===== src/rtl/dtlf_ram.sv =====
// generic simple dual-port ram with registered read
`timescale 1ns / 1ps
`default_nettype none
module dtlf_ram #(
  parameter int WIDTH = 8,
  parameter int DEPTH = 16,
  localparam int AW = (DEPTH > 1) ? $clog2(DEPTH) : 1
) (
  input  wire logic             clk,
  input  wire logic             we,
  input  wire logic [AW-1:0]    waddr,
  input  wire logic [WIDTH-1:0] wdata,
  input  wire logic             re,
  input  wire logic [AW-1:0]    raddr,
  output logic      [WIDTH-1:0] rdata
);

  logic [WIDTH-1:0] mem [DEPTH];
  logic [WIDTH-1:0] rdata_r;

  always_ff @(posedge clk) begin
    if (we) begin
      mem[waddr] <= wdata;
    end
    if (re) begin
      rdata_r <= mem[raddr];
    end
  end

  assign rdata = rdata_r;

endmodule
`default_nettype wire


===== config.mk =====
export PLATFORM = sky130hd
export DESIGN_NAME = dtlf_ram
export DESIGN_NICKNAME = d
export VERILOG_FILES = /design/src/rtl/dtlf_ram.sv
export SDC_FILE = /design/constraint.sdc
export NUM_CORES = 1
export LEC_CHECK = 0
export ABC_CLOCK_PERIOD_IN_PS = 2700
export BUFFER_PORTS_ARGS = -buffer_cell sky130_fd_sc_hd__buf_2
export CAP_MARGIN = 10
export CORE_MARGIN = 1
export CORE_UTILIZATION = 33
export DETAILED_ROUTE_END_ITERATION = 8
export PLACE_DENSITY = 0.54
export SLEW_MARGIN = 10
export SYNTH_ARGS = -nofsm -noshare
export SYNTH_HDL_FRONTEND = slang
export SYNTH_SLANG_ARGS = --single-unit

===== constraint.sdc =====
create_clock -name clk -period 2.7 [get_ports clk]
set_input_delay 0.54 -clock clk [delete_from_list [all_inputs] [get_ports clk]]
set_output_delay 0.54 -clock clk [all_outputs]
set_load 0.005 [all_outputs]

==> metrics.cfg, run 1 <==
[power]
p_comb_share_pct = 4.2
p_sw_share_pct = 19.4
p_leak_nw = 2.12
ir_drop_v = 0.000430
p_switching_uw = 985
sequentialPowerShare_pct = 47.1
p_total_mw = 5.08
clockPowerShare_pct = 48.7
intPower_mw = 4.10
power.density_mw_per_mm2 = 802

[global_route]
overflow = 0
grt_max_degree = 33
antenna_found_initial = 0
grt_use_total_pct = 14.3
grt_pass1_vias = 2620
grt_pass1_wl_microns = 16000

[synth]
ys.flop_type = edfxtp_1
post-synth-top-count-cell = edfxtp_1
synth.area.top_cells = edfxtp_1, mux4_2, mux4_1
synth_area_per_cell_sq_um = 22.8
synthTopCellsByCount = edfxtp_1, mux4_2, a22oi_1
syn_nets = 248
netlist.area_leader.share_pct = 78.1
ys_warn_count = 0
synth-edff-count = 136
ys_seq_area_share_pct = 78.1
synthArstFlopShare_pct = 0
syn-instance-count = 229
synth-seq-cells = 136
yosysTopAreaCell = edfxtp_1
synth_area_sq_mm = 0.00523
synth_cell_types = 18

[detailed_routing]
wl_per_cell_microns = 20.5
antenna_left = 0
vias = 2430
drt-pass1-iter-count = 4
drc = 0
drt_iter0_markers = 213
totalWireLength_microns = 10400
avgViaCountPerCell = 4.79

[min_path]
holdCritPathClass = in -> reg
whs_path_depth = 1

[flow_run]
maxCapViolations = 0

[sta]
maxSlewViolCount = 0
hold_viol = 0
clock.fmax_mhz = 572
setup_viol = 0
relSlewSlack_pct = 48.5
finClkSkew_ns = 0.00781
tns_ns = 0
worst-slew-pin-transition_ns = 0.771
final.period_utilization_pct = 64.8
fin_crit_ns = 1.75
rsz0062_at_grt = false

[floorplanning]
core_area_sq_mm = 0.0153
dieArea_sq_mm = 0.0163
floorplan.die.height_microns = 128
ios = 27
std_cell_rows = 45
fp.dieW_microns = 128
initial_utilization_pct = 34.1

[layout]
area_growth_pct = 21.2
register_area_sq_mm = 0.00408
final_core_util_pct = 41.4
drive_gt1_share_pct = 31.4
antenna_cells = 0
nFillCells = 1395
nets = 302
multi_input_area_sq_mm = 0.00106

[setup_path]
r2r_cells = 3
critical_path.max_fanout = 21
critPathKind = in -> reg
required_ns = 2.84
cp.arrival_ns = 1.89
cp-start-kind = primary input
critPathCaptureType = register

[clocking]
holdBufCountCts = 0
post_cts_resize_count = 0
cts-buffers-inserted = 17
clockBufferDepth = 2
path_clk_slew_ns = 0.06
clockRootBuffer = clkbuf_16
h-tree-depth = 4
post-cts-setup-buffers = 0
clk-insertion-delay-late_ns = 0.42
cts.sinks = 136
cts_tree = yes

[status]
status = finished, final reports clean

[placement]
numPortBuffers = 26
gp_congestion = 0.684
hpwlAfterDp_microns = 6430

==> power by group through the flow <==
stage | Combinational [mW] | Sequential [mW] | Clock, mW
after global routing | 0.236 | 2.40 | 2.61
after floorplan | 0.120 | 2.43 | 0
after CTS | 0.221 | 2.39 | 2.51
after global placement | 0.218 | 2.44 | 0
after detailed placement | 0.220 | 2.44 | 0
final | 0.215 | 2.39 | 2.48
==> registers in the layout (all words and copies together) (netlist names) <==
signal / flops
mem: 128
rdata: 8
==> metrics by stage <==
step	worst slack [ns]	std cells	hold slack, ns	instance area, sq um
4_1_cts	0.935	507	0.498	6340
3_5_place_dp	0.490	475	0.744	5700
2_1_floorplan	0.667	229	0.639	5230
5_1_grt	0.892	507	0.494	6340
3_3_place_gp	0.478	475	0.736	5700
6_report	0.950	507	0.509	6340
==> worst max-delay path, stage by stage <==
cell and delay [ns]:
buf_2 0.48, buf_12 0.22, mux4_1 0.29, a22oi_1 0.22, nand2_1 0.12
==> cell type report <==
cell class | count | area share, %
Clock buffer | 18 | 6.77
Timing Repair Buffer | 45 | 4.70
Tap cell | 211 | 4.17
Clock inverter | 14 | 3.24
Multi-Input combinational cell | 83 | 16.7
Sequential cell | 136 | 64.4
==> cells by family (layout without fill, tap and decap cells) <==
group | Yosys count | after routing | synth area share [%]
buffers and inverters | 10 | 77 | 1.65
multiplexers | 32 | 32 | 14.8
flip-flops | 136 | 136 | 78.1
AO/OA/AOI/OAI | 16 | 16 | 2.30
AND/OR/NAND/NOR | 35 | 35 | 3.14
==> metal layers <==
layer / track usage [%] / routed length (microns)
met1: 18.9 / 4850
met2: 21.8 / 4890
met3: 4.55 / 543
met4: 5.81 / 120
met5: 0 / 0
==> path summary, 6_finish.rpt <==
kind               from          to  slack [ns]
max            raddr[1]    rdata[0]        0.95
min            wdata[7]  mem[15][7]        0.51
max reg2reg   mem[1][0]    rdata[0]        1.22
min reg2reg  mem[13][5]    rdata[5]        0.75
==> placed cells by master (no fill, tap or decap), types with 3 or more instances in the layout <==
cell type and instances:
buf_4 17, nand2_1 9, clkbuf_16 17, edfxtp_1 136
clkinv_2 3, nor3_1 4, mux4_1 14, bufinv_16 5
nor2_1 13, buf_2 26, a22oi_1 16, mux4_2 18
Note: power is estimated with default switching activity, not from simulation.
==> inputs of run 2 (changes only) <==
ABC_CLOCK_PERIOD_IN_PS = 1500   (was 2700)
PLACE_DENSITY = 0.56   (was 0.54)
clock period = 1.5 ns   (was 2.7 ns; I/O delays follow)
==> run 2 against run 1 <==
Effect of this change: count of clock-buffer cells in the layout decreased by 1; global-route usage shrank 0.083 points; sequential cell count stayed put; critical path type is now reg -> reg.
==> metrics.cfg, run 2 (synthesized netlist as in run 1, its figures left out) <==
[status]
status = finished, final reports clean

[setup_path]
cp_top_family = multiplexers
max_stage_delay_ns = 0.48
critical_path.slowest_cell = mux4_2
path_cells = mux4_2, a22oi_1, nand2_1
required_ns = 1.64
cp-start-kind = register
critical_path.max_fanout = 1
cp.arrival_ns = 1.59
critPathCaptureType = register
worst-path-buf-inv = 0
critPathKind = reg -> reg

[layout]
final_cell_mix = edfxtp_1, buf_4, mux4_2
largest_reg_flops = 128
mostFrequentLayoutCell = edfxtp_1
antenna_cells = 0
top_register = mem
nets = 326
drive_gt1_share_pct = 42.3
final_area_sq_mm = 0.00652
area_growth_pct = 24.6
final_cells = 530
final_core_util_pct = 42.5

[clocking]
h-tree-depth = 4
clockBufferDepth = 2
path_clk_slew_ns = 0.05
clk-insertion-delay-late_ns = 0.41
holdBufCountCts = 0
cts.sinks = 136
cts-buffers-inserted = 17
cts_tree = yes
clockRootBuffer = clkbuf_16

[placement]
placed_cell_area_sq_mm = 0.00580
numPortBuffers = 26
dp.cells = 490
gp_congestion = 0.707
hpwlAfterDp_microns = 6810

[detailed_routing]
avgViaCountPerCell = 4.69
vias = 2484
drc = 0
wl_per_cell_microns = 19.2
drt-pass1-iter-count = 4
drt_iter0_markers = 200
totalWireLength_microns = 10200
antenna_left = 0

[global_route]
grt_pass1_vias = 2762
overflow = 0
grt_max_degree = 20
antenna_found_initial = 0
grt_pass1_wl_microns = 16300
grt_use_total_pct = 14.2

[power]
p_total_mw = 9.16
p_leak_nw = 2.20
power.density_mw_per_mm2 = 1410
ir_drop_v = 0.000812

[floorplanning]
ios = 27
std_cell_rows = 45
fp.dieW_microns = 128
floorplan.die.height_microns = 128
core_area_sq_mm = 0.0153
dieArea_sq_mm = 0.0163
initial_utilization_pct = 34.1

[sta]
relSlewSlack_pct = 38.1
final.period_utilization_pct = 96.6
hold_viol = 0
fin_crit_ns = 1.45
maxSlewViolCount = 0
worst-slew-pin-transition_ns = 0.924
finClkSkew_ns = 0.00981
fin_hold_ws_ns = 0.256
setup_viol = 0
clock.fmax_mhz = 690
rsz0062_at_grt = false

[flow_run]
maxCapViolations = 0

[min_path]
holdCritPathClass = in -> reg

==> run 2: changes by cell type in the layout (fill, tap and decap cells not counted), moves of 2 or more <==
cell | before | now
mux4_1 | 14 | 1
buf_12 | 2 | 4
buf_4 | 17 | 39
a22oi_1 | 16 | 12
a22oi_2 | 0 | 4
mux4_2 | 18 | 31
==> run 2: per-stage QoR <==
stage / setup TNS [ns] / worst slack [ns]
floorplan: -1.99 / -0.0661
global placement: -5.49 / -0.342
detailed placement: -5.92 / -0.370
CTS: 0 / 0.0175
global route: 0 / 0.000661
finish: 0 / 0.0513
==> run 2: area by class of cell <==
cell class / instances / area [sq um]
timing repair buffer: 69 / 503
clock inverter: 14 / 205
tap: 211 / 264
multi-input combinational: 83 / 1030
sequential: 136 / 4080
fill: 1352 / 8800
clock buffer: 17 / 425
==> run 2: final timing paths <==
check | start | end | slack, ns | depth (start not counted)
max | mem[1][4] | rdata[4] | 0.05 | 3
min | re | rdata[4] | 0.26 | 1
max reg2reg | mem[1][4] | rdata[4] | 0.05 | 3
min reg2reg | mem[12][1] | rdata[1] | 0.75 | 3
==> run 2: what timing repair did <==
action | 4_1_cts | 5_1_grt
buffers inserted | 0 | 9
resized for setup | 3 | 1
endpoints found under the setup margin | 3 | 2
==> run 2: where the power goes <==
group          switching, mW  internal [mW]  leakage [nW]
sequential            0.0210           4.28          1.24
clock                   1.48           2.92         0.304
combinational          0.237          0.216         0.659
==> run 2: worst reg2reg max path, delay by kind of cell (launching register included) <==
kind             cells  cell delay, ns
multiplexers         1            0.48
AND/OR/NAND/NOR      1            0.12
flip-flops           1            0.37
AO/OA/AOI/OAI        1            0.22
==> run 2: routing by layer <==
layer	global-route usage, %	share of wire (%)
met5	0	0
met1	19.3	42
met2	22.2	49
met4	6.02	1.2
met3	3.01	7.0
==> inputs of run 3 (changes only) <==
==> constraint.sdc (replaced) <==
create_clock -name clk -period 1.5 [get_ports clk]
set_input_delay 0.225 -clock clk [delete_from_list [all_inputs] [get_ports clk]]
set_output_delay 0.225 -clock clk [all_outputs]
set_load 0.005 [all_outputs]
==> run 3 against run 2 <==
Effect of this change: non-clock buffer count down 19; die area unchanged; worst setup slack got worse by 0.0021 ns; largest power group is now registers; utilization down 1.2 points; register-to-register slack hardly changed; first-iteration DRC count is 2.5% higher; final area decreased by 2.7%; final cell count fell by 3.6%; via count down 0.93%; routed wire length fell by 1.1%; largest cell class unchanged; critical endpoint is now rdata[6]; fmax is 0.14% lower.
==> metrics.cfg, run 3 (synthesized netlist as in run 1, its figures left out) <==
[status]
status = finished, final reports clean

[setup_path]
cp.arrival_ns = 1.60
r2r_cells = 3
critical_path.max_fanout = 1
cp-start-kind = register
path_cells = mux4_2, a22oi_1, nand2_1
crit_start = mem[11][6]
critPathKind = reg -> reg
cp_top_family = multiplexers
max_stage_delay_ns = 0.47
cp_num_cells = 3
setup.worst_path.end = rdata[6]
worst-path-buf-inv = 0
r2r_start = mem[11][6]
critPathCaptureType = register
r2r-end = rdata[6]
ff2ff_setup_slack_ns = 0.05
required_ns = 1.65
critical_path.slowest_cell = mux4_2

[layout]
area_growth_pct = 21.2
register_area_sq_mm = 0.00408
antenna_cells = 0
mostFrequentLayoutCell = edfxtp_1
nets = 307
final_core_util_pct = 41.4
final_cell_mix = edfxtp_1, buf_2, buf_4
largest_reg_flops = 128
multi_input_area_sq_mm = 0.00107
top_register = mem
final_area_sq_mm = 0.00634
drive_gt1_share_pct = 33.7
nFillCells = 1388

[clocking]
cts.sinks = 136
h-tree-depth = 4
holdBufCountCts = 0
clk-insertion-delay-late_ns = 0.41
cts_tree = yes
cts-buffers-inserted = 17
clockBufferDepth = 2
path_clk_slew_ns = 0.06
post-cts-setup-buffers = 0
clockRootBuffer = clkbuf_16

[sta]
clock.fmax_mhz = 689
relSlewSlack_pct = 49.6
rsz0062_at_grt = false
setup_viol = 0
hold_viol = 0
final.period_utilization_pct = 96.7
maxSlewViolCount = 0
fin_crit_ns = 1.45
finClkSkew_ns = 0.00582
worst-slew-pin-transition_ns = 0.753

[power]
p_comb_share_pct = 4.7
p_sw_share_pct = 19.3
p_leak_nw = 2.12
p_switching_mw = 1.68
clockPowerShare_pct = 45.8
ir_drop_v = 0.000819
sequentialPowerShare_pct = 49.5
intPower_mw = 7.02
power.density_mw_per_mm2 = 1370

[floorplanning]
initial_utilization_pct = 34.1
std_cell_rows = 45
floorplan.die.height_microns = 128
dieArea_sq_mm = 0.0163
ios = 27
fp.dieW_microns = 128
core_area_sq_mm = 0.0153

[placement]
hpwlAfterDp_microns = 6620
numPortBuffers = 26
placed_cell_area_sq_mm = 0.00576
gp_congestion = 0.697

[detailed_routing]
drc = 0
vias = 2461
drt_iter0_markers = 205
antenna_left = 0
drt-pass1-iter-count = 4
totalWireLength_microns = 10100
wl_per_cell_microns = 19.7
avgViaCountPerCell = 4.82

[flow_run]
maxCapViolations = 0

[global_route]
grt_pass1_wl_microns = 15600
grt_pass1_vias = 2646
overflow = 0
antenna_found_initial = 2
grt_max_degree = 26
grt_use_total_pct = 13.8

[min_path]
holdCritPathClass = in -> reg
min_from = re
whs_path_depth = 1

run 3: changes by cell type in the layout (fill, tap and decap cells not counted), moves of 2 or more:
cell	before	now
buf_4	39	21
mux4_1	1	12
mux4_2	31	20
clkinv_1	2	5
bufinv_16	5	3
run 3: worst reg2reg max path, cell delays in order, from the launching register on:
cell	delay [ns]
edfxtp_1	0.35
mux4_2	0.47
a22oi_1	0.28
nand2_1	0.09
run 3: worst min-delay path by stage:
stage | to | slack (ns)
4_1_cts | rdata[1] | 0.16
2_1_floorplan | mem[0][0] | 0.32
6_report | rdata[1] | 0.18
3_3_place_gp | rdata[0] | 0.61
3_5_place_dp | rdata[7] | 0.60
5_1_grt | rdata[1] | 0.17
run 3: layout make-up:
| cell class | instances | share of cell area (%) |
|---|---|---|
| clock buffers | 18 | 6.77 |
| clock inverters | 13 | 2.15 |
| multi-input cells | 83 | 17.0 |
| flip-flops and latches | 136 | 64.5 |
| well taps | 211 | 4.17 |
| repair buffers | 50 | 5.49 |
run 3: routing by layer:
layer | GRT usage [%] | wire length (microns) | vias up
met1 | 18.5 | 4750 | 1292
met5 | 0 | 13 | -
met4 | 6.23 | 148 | 2
met2 | 20.7 | 4720 | 54
met3 | 4.34 | 449 | 15
li1 | - | - | 1098
run 3: per-stage QoR:
stage                     setup TNS (ns)  setup slack, ns  std cells  power [mW]  hold slack (ns)
after floorplan                 -0.00289        -0.000964        229        4.60            0.324
after global placement             -1.98           -0.293        480        4.79            0.611
after detailed placement           -2.00           -0.278        480        4.80            0.604
after CTS                              0         0.000358        511        8.79            0.161
after global routing                   0          0.00933        511        8.97            0.166
final                                  0           0.0493        511        8.70            0.181
run 3: power groups by stage:
| stage | clock, mW | sequential [mW] | combinational, mW |
|---|---|---|---|
| 2_1_floorplan | 0 | 4.38 | 0.219 |
| 3_3_place_gp | 0 | 4.38 | 0.406 |
| 3_5_place_dp | 0 | 4.39 | 0.412 |
| 4_1_cts | 4.07 | 4.31 | 0.414 |
| 5_1_grt | 4.21 | 4.31 | 0.448 |
| 6_report | 3.98 | 4.31 | 0.410 |
run 3: what timing repair did:
| action | CTS | global route |
|---|---|---|
| endpoints found under the setup margin | 1 | 3 |
| pin swaps | 0 | 0 |
| resized for setup | 1 | 5 |
| hold endpoints to repair | 0 | 0 |
